<file path="src/design/kcl_pkg.sv">
// Shared types, constants and helper functions for the keypad combination lock.
// Used by the channel interfaces, kcl_step and keypad_combination_lock_core.
package kcl_pkg;

    localparam int CODE_LENGTH = 5;
    localparam int POS_W       = $clog2(CODE_LENGTH + 1);
    localparam int IDX_W       = $clog2(CODE_LENGTH);
    localparam int KEYS        = 16;
    localparam int KEY_W       = 5;
    localparam int CODE_W      = 4;

    localparam logic [KEY_W-1:0] NO_KEY   = 5'd0;
    localparam logic [KEY_W-1:0] STAR_KEY = 5'd4;

    typedef enum logic [2:0] {
        LK_START = 3'd0,
        LK_INIT  = 3'd1,
        LK_WAIT  = 3'd2,
        LK_CHECK = 3'd3,
        LK_RESET = 3'd4,
        LK_OPEN  = 3'd5
    } t_lock_phase;

    typedef enum logic [1:0] {
        BT_START = 2'd0,
        BT_IDLE  = 2'd1,
        BT_HELD  = 2'd2
    } t_button_phase;

    typedef enum logic [2:0] {
        ED_START        = 3'd0,
        ED_WAIT_COMBO   = 3'd1,
        ED_WAIT_RELEASE = 3'd2,
        ED_INPUT        = 3'd3,
        ED_KEY_HELD     = 3'd4
    } t_edit_phase;

    typedef struct packed {
        logic             unlocked;
        logic [KEY_W-1:0] pressed_key;
        logic             editing;
    } t_result;

    // Reset contents of the code store: the keys # 1 2 3 4, stored as key minus one.
    function automatic logic [CODE_W-1:0] code_reset(input int idx);
        logic [CODE_W-1:0] v;
        unique case (idx)
            0:       v = 4'd11;
            1:       v = 4'd0;
            2:       v = 4'd4;
            3:       v = 4'd8;
            4:       v = 4'd1;
            default: v = 4'd0;
        endcase
        return v;
    endfunction

    // The lowest set bit wins; the result is its index plus one, or zero.
    function automatic logic [KEY_W-1:0] decode_key(input logic [KEYS-1:0] m);
        logic [KEY_W-1:0] k;
        k = NO_KEY;
        for (int b = KEYS - 1; b >= 0; b--) begin
            if (m[b]) begin
                k = KEY_W'(b + 1);
            end
        end
        return k;
    endfunction

endpackage

</file>
<file path="src/design/kcl_ifs.sv">
// Valid/ready channel interfaces for the keypad lock's sample input and result output.
// Depends on kcl_pkg for the field widths.
interface kcl_in_if;
    logic                          valid;
    logic                          ready;
    logic [kcl_pkg::KEYS-1:0]      key_matrix;
    logic                          lock_button;

    modport source (output valid, output key_matrix, output lock_button, input ready);
    modport sink   (input valid, input key_matrix, input lock_button, output ready);
endinterface

interface kcl_out_if;
    logic                          valid;
    logic                          ready;
    logic                          unlocked;
    logic [kcl_pkg::KEY_W-1:0]     pressed_key;
    logic                          editing;

    modport source (output valid, output unlocked, output pressed_key, output editing,
                    input ready);
    modport sink   (input valid, input unlocked, input pressed_key, input editing,
                    output ready);
endinterface

</file>
<file path="src/design/kcl_step.sv">
// Lock, button and edit state machines plus the code store, advanced once per sample.
// Depends on kcl_pkg.
module kcl_step (
    input  logic                      i_clk,
    input  logic                      i_rst_n,
    input  logic                      i_en,
    input  logic [kcl_pkg::KEY_W-1:0] i_key,
    input  logic                      i_held,
    output kcl_pkg::t_result          o_result
);

    kcl_pkg::t_lock_phase   r_lock,   n_lock;
    kcl_pkg::t_button_phase r_button, n_button;
    kcl_pkg::t_edit_phase   r_edit,   n_edit;

    logic [kcl_pkg::POS_W-1:0]  r_match_pos, n_match_pos;
    logic [kcl_pkg::POS_W-1:0]  r_edit_pos,  n_edit_pos;
    logic                       r_open,      n_open;
    logic [kcl_pkg::CODE_W-1:0] r_code [kcl_pkg::CODE_LENGTH];

    logic [kcl_pkg::POS_W-1:0]  pos;
    logic [kcl_pkg::KEY_W-1:0]  stored_key;
    logic                       key_down;
    logic                       code_we;
    logic [kcl_pkg::IDX_W-1:0]  code_idx;

    assign key_down = (i_key != kcl_pkg::NO_KEY);

    always_comb begin
        pos = (r_match_pos >= kcl_pkg::POS_W'(kcl_pkg::CODE_LENGTH)) ? '0 : r_match_pos;
        stored_key = {1'b0, r_code[pos[kcl_pkg::IDX_W-1:0]]} + kcl_pkg::KEY_W'(1);
    end

    // Lock machine first; the button machine may then override the open flag.
    always_comb begin
        n_lock      = r_lock;
        n_match_pos = r_match_pos;
        unique case (r_lock)
            kcl_pkg::LK_START: n_lock = kcl_pkg::LK_INIT;
            kcl_pkg::LK_INIT:  n_lock = kcl_pkg::LK_WAIT;
            kcl_pkg::LK_WAIT: begin
                if (key_down) begin
                    n_lock = (i_key == stored_key) ? kcl_pkg::LK_CHECK : kcl_pkg::LK_RESET;
                end
            end
            kcl_pkg::LK_CHECK: begin
                if (pos == kcl_pkg::POS_W'(kcl_pkg::CODE_LENGTH - 1)) begin
                    n_lock = kcl_pkg::LK_OPEN;
                end else if (!key_down) begin
                    n_lock      = kcl_pkg::LK_WAIT;
                    n_match_pos = pos + kcl_pkg::POS_W'(1);
                end
            end
            kcl_pkg::LK_RESET, kcl_pkg::LK_OPEN: begin
                if (!key_down) begin
                    n_lock = kcl_pkg::LK_WAIT;
                end
                n_match_pos = '0;
            end
            default: n_lock = kcl_pkg::LK_START;
        endcase

        n_button = r_button;
        unique case (r_button)
            kcl_pkg::BT_START: n_button = kcl_pkg::BT_IDLE;
            kcl_pkg::BT_IDLE:  if (i_held)  n_button = kcl_pkg::BT_HELD;
            kcl_pkg::BT_HELD:  if (!i_held) n_button = kcl_pkg::BT_IDLE;
            default:           n_button = kcl_pkg::BT_START;
        endcase

        priority if (n_button == kcl_pkg::BT_HELD) begin
            n_open = 1'b0;
        end else if (n_lock == kcl_pkg::LK_INIT) begin
            n_open = 1'b0;
        end else if (n_lock == kcl_pkg::LK_OPEN) begin
            n_open = 1'b1;
        end else begin
            n_open = r_open;
        end
    end

    // Edit machine: the next keys after the combo overwrite entries one onward.
    always_comb begin
        n_edit     = r_edit;
        n_edit_pos = r_edit_pos;
        unique case (r_edit)
            kcl_pkg::ED_START: n_edit = kcl_pkg::ED_WAIT_COMBO;
            kcl_pkg::ED_WAIT_COMBO: begin
                if (i_held && i_key == kcl_pkg::STAR_KEY) begin
                    n_edit = kcl_pkg::ED_WAIT_RELEASE;
                end
            end
            kcl_pkg::ED_WAIT_RELEASE: begin
                if (!i_held && i_key != kcl_pkg::STAR_KEY) begin
                    n_edit = kcl_pkg::ED_INPUT;
                end
            end
            kcl_pkg::ED_INPUT: begin
                if (r_edit_pos >= kcl_pkg::POS_W'(kcl_pkg::CODE_LENGTH)) begin
                    n_edit_pos = kcl_pkg::POS_W'(1);
                    n_edit     = kcl_pkg::ED_WAIT_COMBO;
                end else if (key_down) begin
                    n_edit = kcl_pkg::ED_KEY_HELD;
                end
            end
            kcl_pkg::ED_KEY_HELD: begin
                if (!key_down) begin
                    n_edit_pos = r_edit_pos + kcl_pkg::POS_W'(1);
                    n_edit     = kcl_pkg::ED_INPUT;
                end
            end
            default: n_edit = kcl_pkg::ED_START;
        endcase

        code_we  = (n_edit == kcl_pkg::ED_KEY_HELD) && key_down &&
                   (n_edit_pos < kcl_pkg::POS_W'(kcl_pkg::CODE_LENGTH));
        code_idx = n_edit_pos[kcl_pkg::IDX_W-1:0];
    end

    always_comb begin
        o_result.unlocked    = n_open;
        o_result.pressed_key = i_key;
        o_result.editing     = (n_edit == kcl_pkg::ED_INPUT) ||
                               (n_edit == kcl_pkg::ED_KEY_HELD);
    end

    always_ff @(posedge i_clk) begin
        if (!i_rst_n) begin
            r_lock      <= kcl_pkg::LK_START;
            r_button    <= kcl_pkg::BT_START;
            r_edit      <= kcl_pkg::ED_START;
            r_match_pos <= '0;
            r_edit_pos  <= kcl_pkg::POS_W'(1);
            r_open      <= 1'b0;
            for (int i = 0; i < kcl_pkg::CODE_LENGTH; i++) begin
                r_code[i] <= kcl_pkg::code_reset(i);
            end
        end else if (i_en) begin
            r_lock      <= n_lock;
            r_button    <= n_button;
            r_edit      <= n_edit;
            r_match_pos <= n_match_pos;
            r_edit_pos  <= n_edit_pos;
            r_open      <= n_open;
            if (code_we) begin
                r_code[code_idx] <= kcl_pkg::CODE_W'(i_key - kcl_pkg::KEY_W'(1));
            end
        end
    end

endmodule

</file>
<file path="src/design/keypad_combination_lock_core.sv">
// Keypad combination lock: registered sample in, one step of the lock logic, registered result out.
// A sample waits in the input register until the result register is empty or being emptied; its
// result is then registered and presented. Throughput: one sample per cycle while the result side
// stays ready; the step logic is a single pass between the two registers.
// Reset (synchronous, active low) empties both registers and returns all machines to start.
// Depends on kcl_pkg, kcl_ifs and kcl_step.
module keypad_combination_lock_core (
    input  logic     i_clk,
    input  logic     i_rst_n,
    kcl_in_if.sink   i_in,
    kcl_out_if.source o_out
);

    logic                        r_in_valid;
    logic [kcl_pkg::KEYS-1:0]    r_key_matrix;
    logic                        r_lock_button;
    logic                        r_out_valid;
    kcl_pkg::t_result            r_result;

    logic                        advance;
    logic [kcl_pkg::KEY_W-1:0]   key;
    kcl_pkg::t_result            n_result;

    // A stored sample moves on whenever the result register is empty or being emptied.
    assign advance    = r_in_valid && (!r_out_valid || o_out.ready);
    assign i_in.ready = !r_in_valid || advance;
    assign key        = kcl_pkg::decode_key(r_key_matrix);

    kcl_step u_step (
        .i_clk    (i_clk),
        .i_rst_n  (i_rst_n),
        .i_en     (advance),
        .i_key    (key),
        .i_held   (r_lock_button),
        .o_result (n_result)
    );

    always_ff @(posedge i_clk) begin
        if (!i_rst_n) begin
            r_in_valid  <= 1'b0;
            r_out_valid <= 1'b0;
        end else begin
            if (i_in.ready) begin
                r_in_valid <= i_in.valid;
            end
            if (advance) begin
                r_out_valid <= 1'b1;
            end else if (o_out.ready) begin
                r_out_valid <= 1'b0;
            end
        end
    end

    always_ff @(posedge i_clk) begin
        if (i_in.valid && i_in.ready) begin
            r_key_matrix  <= i_in.key_matrix;
            r_lock_button <= i_in.lock_button;
        end
        if (advance) begin
            r_result <= n_result;
        end
    end

    assign o_out.valid       = r_out_valid;
    assign o_out.unlocked    = r_result.unlocked;
    assign o_out.pressed_key = r_result.pressed_key;
    assign o_out.editing     = r_result.editing;

endmodule

</file>
<file path="src/flat_wrapper.sv">
// flat-port wrapper written by rule: the top's interface ports become plain ports
module keypad_combination_lock_core_flat 
  (i_clk, i_rst_n, i_in_valid, i_in_key_matrix, i_in_lock_button, i_in_ready, o_out_valid, o_out_unlocked, o_out_pressed_key, o_out_editing, o_out_ready);
  kcl_in_if i_in_i ();
  kcl_out_if o_out_i ();
  input  logic i_clk;
  input  logic i_rst_n;
  input wire logic [$bits(i_in_i.valid)-1:0] i_in_valid;
  input wire logic [$bits(i_in_i.key_matrix)-1:0] i_in_key_matrix;
  input wire logic [$bits(i_in_i.lock_button)-1:0] i_in_lock_button;
  output wire logic [$bits(i_in_i.ready)-1:0] i_in_ready;
  output wire logic [$bits(o_out_i.valid)-1:0] o_out_valid;
  output wire logic [$bits(o_out_i.unlocked)-1:0] o_out_unlocked;
  output wire logic [$bits(o_out_i.pressed_key)-1:0] o_out_pressed_key;
  output wire logic [$bits(o_out_i.editing)-1:0] o_out_editing;
  input wire logic [$bits(o_out_i.ready)-1:0] o_out_ready;
  assign i_in_i.valid = i_in_valid;
  assign i_in_i.key_matrix = i_in_key_matrix;
  assign i_in_i.lock_button = i_in_lock_button;
  assign i_in_ready = i_in_i.ready;
  assign o_out_valid = o_out_i.valid;
  assign o_out_unlocked = o_out_i.unlocked;
  assign o_out_pressed_key = o_out_i.pressed_key;
  assign o_out_editing = o_out_i.editing;
  assign o_out_i.ready = o_out_ready;
  keypad_combination_lock_core u_core (.i_clk(i_clk), .i_rst_n(i_rst_n), .i_in(i_in_i), .o_out(o_out_i));
endmodule
</file>
<file path="config.mk">
export PLATFORM = sky130hd
export DESIGN_NAME = keypad_combination_lock_core_flat
export DESIGN_NICKNAME = d
export VERILOG_FILES = /design/src/design/kcl_pkg.sv /design/src/design/kcl_ifs.sv /design/src/design/kcl_step.sv /design/src/design/keypad_combination_lock_core.sv /design/src/flat_wrapper.sv
export SDC_FILE = /design/constraint.sdc
export NUM_CORES = 1
export LEC_CHECK = 0
export ABC_AREA = 1
export BUFFER_PORTS_ARGS = -buffer_cell sky130_fd_sc_hd__buf_4
export CAP_MARGIN = 0
export CORE_AREA = 2 2 99 125
export DETAILED_ROUTE_END_ITERATION = 16
export DIE_AREA = 0 0 101 127
export PLACE_DENSITY = 0.56
export SETUP_SLACK_MARGIN = 0.05
export SLEW_MARGIN = 10
export SYNTH_ARGS = -nofsm -noshare
export SYNTH_HDL_FRONTEND = slang
export SYNTH_SLANG_ARGS = --single-unit
</file>
<file path="constraint.sdc">
create_clock -name i_clk -period 3.93 [get_ports i_clk]
set_clock_uncertainty 0.2 [all_clocks]
set_input_delay 0.1965 -clock i_clk [delete_from_list [all_inputs] [get_ports i_clk]]
set_output_delay 0.1965 -clock i_clk [all_outputs]
set_load 0.1 [all_outputs]
</file>
==> impl_metrics.tcl, run 1 <==
set metrics [dict create \
    synth_cell_type_count 38 \
    nNetsFinal 479 \
    cts_made_buffers 9 \
    syn-num-nets 423 \
    regArea_um2 1660 \
    worst_slack_ps 495 \
    holdWs_ps 43.6 \
    ctsHoldBuffers 19 \
    synth_common_cells "nand2_1, inv_1, edfxtp_1" \
    endpoint "u_core.u_step.r_code[3][1]" \
    area_delta_synth_final_pct 23.3 \
    p_per_area_nw_per_um2 388 \
    root_buffer "clkbuf_16" \
    wire_per_inst_um 11.9 \
    die_w_um 101 \
    row_count 44 \
    io_buffers 29 \
    finalCriticalPeriod_ps 3430 \
    insertion_delay_ps 320 \
    relSlewSlack_pct 56.9 \
    cts_buffer_depth 2 \
    reg2reg_to "u_core.u_step.r_code[3][1]" \
    synth-main-ff-cell "edfxtp_1" \
    grt-ovfl-total 0 \
    synthTopCellsByArea "edfxtp_1, dfxtp_1, nand2_1, inv_1, nand3_1" \
    cap_violations 0 \
    cts_resized 0 \
    leakagePower_nw 1.85 \
    die_h_um 127 \
    core_um2 11600 \
    track_usage_pct 11.7 \
    cts_tree "done" \
    layoutNonFillerInstCount 592 \
    tns_ps 0 \
    yosysSeqAreaShare_pct 48.1 \
    final_antenna_net_count 0 \
    nFillCells 1174 \
    grt_pass1_wl_um 11700 \
    cp_max_fo 15 \
    finalWirelength_um 7040 \
    diodes 0 \
    antenna_found_initial 0 \
    cp-end-kind "flip-flop" \
    hold_path.class "primary input to flip-flop" \
    synth_seq_cells 61 \
    cts_sinks 61 \
    synthCells 395 \
    place.gp.congestion 0.813 \
    setup.worst_path.start "u_core.r_key_matrix[14]" \
    finalCritPeriodShare_pct 87.4 \
    arrival_ps 3200 \
    cts_setup_buffers 0 \
    worst-setup-path-type "flip-flop to flip-flop" \
    slew_viol_final 0 \
    grt_max_degree 19 \
    required_ps 3690 \
    drtIter0Drc 175 \
    syn_area_per_cell_um2 8.75 \
    cp-start-kind "flip-flop" \
    dieArea_um2 12800 \
    route.detailed.drc 0 \
    rr_startpoint "u_core.r_key_matrix[14]" \
    setup_violations 0 \
    synthArstFlopShare_pct 0 \
    ff2ff_setup_slack_ps 500 \
    final_hold_viol_count 0 \
    vias 2701 \
    layout-drive-gt1-share_pct 20.9 \
    synth_top_area_share_pct 38.2 \
    worst_hold_startpoint "i_rst_n" \
    ys_warn_count 0 \
    reg2reg_depth 22 \
    multi_input_area_um2 1490 \
    yosysMostFrequentCell "nand2_1" \
    synth_top_area_cell "edfxtp_1" \
    place_inst 559 \
    clkTransAtPathRegs_ps 50 \
    syn_area_um2 3460 \
    utilization_pct 36.9 \
    post-dp-hpwl_um 5320 \
    ir_drop_mv 0.198 \
    tightest_slew_ps 645 \
    first_pass_iters 5 \
    ctsHtreeMaxLevel 3 \
    synth-edff-count 44 \
    dpl_worst_slack_ps 477 \
    start_util_pct 29.9 \
    io_pins 30 \
    run_status "complete, no violations" \
    max_freq_mhz 291 \
    grt_pass1_vias 2552 \
    rsz0062_at_grt "no" \
    drt-vias-per-instance 4.56 \
]
-- per-layer routing --
metal  wire length, um  part of all wire [%]  track usage, %  vias up
met4               135                   1.9            4.77        0
met3               161                   2.3            2.30        9
met2              3780                    54            21.8       47
li1                  -                     -               -     1418
met1              2960                    42            12.7     1227
met5                 0                     0               0        -
-- report_power, final --
part	internal, mW	total [mW]	switching, mW
Combinational	0.0853	0.249	0.164
Clock	0.411	0.660	0.249
Sequential	0.724	0.743	0.0198
-- critical path, cell delays in order, from the launching register on --
cell	delay, ps
edfxtp_1	390
nand2_1	80
nand2_1	50
nand2_1	50
nand2_1	40
nand2_1	50
nand2_1	40
nand2_1	50
nand2_1	40
nand2_1	50
nand2_1	40
nand2_1	50
nand2_1	60
nand2_1	150
ha_1	240
nand4_4	260
o21ai_2	210
o22ai_2	100
nor2_4	130
inv_1	110
nor2_4	130
nand2_1	120
o21ai_0	430
-- state kept, by name, summed over array words and instances, names as in the netlist, 2 cells and up --
name                       count
u_core.u_step.r_match_pos      3
u_core.u_step.r_code          20
u_core.r_key_matrix           16
u_core.o_out.pressed_key       5
u_core.u_step.r_button         2
u_core.u_step.r_lock           3
u_core.u_step.r_edit_pos       3
u_core.u_step.r_edit           3
-- metrics by stage --
step / area (um2) / power, mW
6_report: 4260 / 1.65
4_1_cts: 4260 / 1.67
2_1_floorplan: 3460 / 0.931
3_3_place_gp: 3820 / 0.988
5_1_grt: 4260 / 1.73
3_5_place_dp: 3820 / 0.992
-- cell families (layout without fill, tap and decap cells) --
logic type	after synthesis	in the layout	share of synthesized area [%]
XOR/XNOR	3	3	0.760
buffers and inverters	75	134	8.83
flip-flops	61	61	48.1
AO/OA/AOI/OAI	51	51	9.45
adder cells (fa/ha/maj)	7	7	2.53
AND/OR/NAND/NOR	198	198	30.3
-- placed cells by master (no fill, tap or decap), types with 4 or more instances in the layout --
cell           count
nand3_1           28
edfxtp_1          44
clkbuf_16          9
nand2_4            6
dlygate4sd3_1     19
nand4_1            5
nand2_2           10
a21oi_1           17
buf_4             30
clkinv_1           4
nor2_4             7
inv_2              9
dfxtp_1           17
nand3_2            4
ha_1               7
a211oi_1           4
o21ai_0           12
nor2_1            25
nor3_1            14
o211ai_1           7
nand2_1           87
inv_1             57
nor2_2             5
-- area by class of cell --
class	instances	area share, %
sequential	61	39.0
clock buffer	10	5.37
multi-input combinational	259	34.9
clock inverter	4	0.411
timing repair buffer	49	9.75
inverter	71	6.46
tap	138	4.05
-- how the worst min path moves through the flow --
stage	slack [ps]	to	depth (start not counted)
3_5_place_dp	180	u_core.r_key_matrix[5]	1
2_1_floorplan	100	u_core.r_key_matrix[0]	0
6_report	40	u_core.u_step.r_edit[2]	3
4_1_cts	30	u_core.u_step.r_edit[2]	3
3_3_place_gp	170	u_core.r_key_matrix[8]	1
5_1_grt	50	u_core.u_step.r_edit[2]	3
Note: power is estimated with default switching activity, not from simulation.
==> run 2: changes to the inputs <==
- RECOVER_POWER: unset -> 25
==> run 2 against run 1 <==
  * Via count shrank 1.0%
  * Sequential share of layout area grew 0.38 points
  * Combinational power shrank 2%
  * Non-clock buffer count is the same
  * Highest routed layer unchanged
==> impl_metrics.tcl, run 2 (same netlist as run 1, synthesis figures left out) <==
set metrics [dict create \
    utilization_pct 36.5 \
    post-dp-hpwl_um 5320 \
    dieArea_um2 12800 \
    nNetsFinal 479 \
    setup_violations 0 \
    finalCritPeriodShare_pct 87.8 \
    cts_tree "done" \
    cts_made_buffers 9 \
    route.detailed.drc 0 \
    grt-ovfl-total 0 \
    finalWirelength_um 7040 \
    vias 2673 \
    largest_register_ff_count 20 \
    relSlewSlack_pct 22.4 \
    rsz0062_at_grt "no" \
    die_h_um 127 \
    tightest_slew_ps 1170 \
    start_util_pct 29.9 \
    grt_pass1_vias 2552 \
    cap_violations 0 \
    final_hold_viol_count 0 \
    layoutNonFillerInstCount 592 \
    place.gp.congestion 0.813 \
    track_usage_pct 11.7 \
    stdcell_area_um2 4220 \
    max_freq_mhz 290 \
    top_register "u_core.u_step.r_code" \
    rr_startpoint "u_core.r_key_matrix[14]" \
    io_buffers 29 \
    cts_resized 0 \
    cp-start-kind "flip-flop" \
    io_pins 30 \
    cts_buffer_depth 2 \
    drtIter0Drc 172 \
    ctsHtreeMaxLevel 3 \
    sequentialPowerShare_pct 45.1 \
    slew_viol_final 0 \
    final_cell_mix "nand2_1, inv_1, edfxtp_1" \
    cp-end-kind "flip-flop" \
    die_w_um 101 \
    tns_ps 0 \
    row_count 44 \
    p_int_mw 1.21 \
    power.share.combinational_pct 14.8 \
    nFillCells 1177 \
    ff2ff_setup_slack_ps 480 \
    root_buffer "clkbuf_16" \
    worst_hold_startpoint "i_rst_n" \
    required_ps 3690 \
    diodes 0 \
    grt_max_degree 19 \
    leakagePower_nw 1.81 \
    setup.worst_path.start "u_core.r_key_matrix[14]" \
    clockPowerShare_pct 40.1 \
    core_um2 11600 \
    drt-vias-per-instance 4.52 \
    swShare_pct 26.2 \
    insertion_delay_ps 320 \
    first_pass_iters 5 \
    p_switching_mw 0.432 \
    cp_max_fo 15 \
    arrival_ps 3210 \
    finalCriticalPeriod_ps 3450 \
    layout-drive-gt1-share_pct 18.9 \
    run_status "complete, no violations" \
    ir_drop_mv 0.197 \
    worst-setup-path-type "flip-flop to flip-flop" \
    final_antenna_net_count 0 \
    antenna_found_initial 0 \
    power.total_mw 1.65 \
    p_per_area_nw_per_um2 390 \
    grt_pass1_wl_um 11700 \
    clkTransAtPathRegs_ps 50 \
    place_area_um2 3820 \
    final_common_cell "nand2_1" \
    hold_path.class "primary input to flip-flop" \
    cts_sinks 61 \
    area_delta_synth_final_pct 22.1 \
    place_inst 559 \
    wire_per_inst_um 11.9 \
]
run 2: worst max-delay path, stage by stage, from the launching register on:
cell and delay [ps]:
edfxtp_1 400, nand2_1 80, nand2_1 50, nand2_1 50, nand2_1 40, nand2_1 50
nand2_1 40, nand2_1 50, nand2_1 40, nand2_1 50, nand2_1 40, nand2_1 50
nand2_1 60, nand2_1 150, ha_1 240, nand4_4 260, o21ai_2 210, o22ai_2 100
nor2_4 130, inv_1 110, nor2_4 140, nand2_1 120, o21ai_0 430
run 2: cell type report:
| cell class | instances | area, um2 | share of cell area, % |
|---|---|---|---|
| Clock inverter | 4 | 17.5 | 0.415 |
| Tap cell | 138 | 173 | 4.09 |
| Sequential cell | 61 | 1660 | 39.4 |
| Multi-Input combinational cell | 259 | 1480 | 35.0 |
| Clock buffer | 10 | 229 | 5.43 |
| Timing Repair Buffer | 49 | 385 | 9.13 |
| Inverter | 71 | 275 | 6.52 |
run 2: through the flow:
stage          setup slack [ps]  hold slack, ps
2_1_floorplan               870            95.4
3_3_place_gp                565             175
3_5_place_dp                477             176
4_1_cts                     455            34.9
5_1_grt                     131            49.5
6_report                    479            46.0
run 2: routing by layer:
| layer | track usage, % | share of wire (%) | vias up |
|---|---|---|---|
| met5 | 0 | 0 | - |
| met4 | 4.77 | 1.6 | 0 |
| met3 | 2.30 | 1.8 | 6 |
| met2 | 21.8 | 54 | 38 |
| met1 | 12.7 | 43 | 1211 |
| li1 | - | - | 1418 |
run 2: timing repair:
item	CTS	global route
buffers inserted	0	0
hold endpoints to repair	19	0
hold buffers	19	0
run 2: power by group through the flow:
stage          combinational [mW]  sequential [mW]  clock (mW)
4_1_cts                     0.252            0.744       0.679
3_5_place_dp                0.236            0.756           0
2_1_floorplan               0.145            0.786           0
5_1_grt                     0.271            0.747       0.708
3_3_place_gp                0.233            0.755           0
6_report                    0.244            0.743       0.660
run 2: worst paths after layout:
kind | to | cells past startpoint
setup / recovery | u_core.u_step.r_code[3][1] | 22
setup reg to reg | u_core.u_step.r_code[3][1] | 22
hold reg to reg | u_core.u_step.r_button[1] | 2
hold / removal | u_core.u_step.r_edit[2] | 3
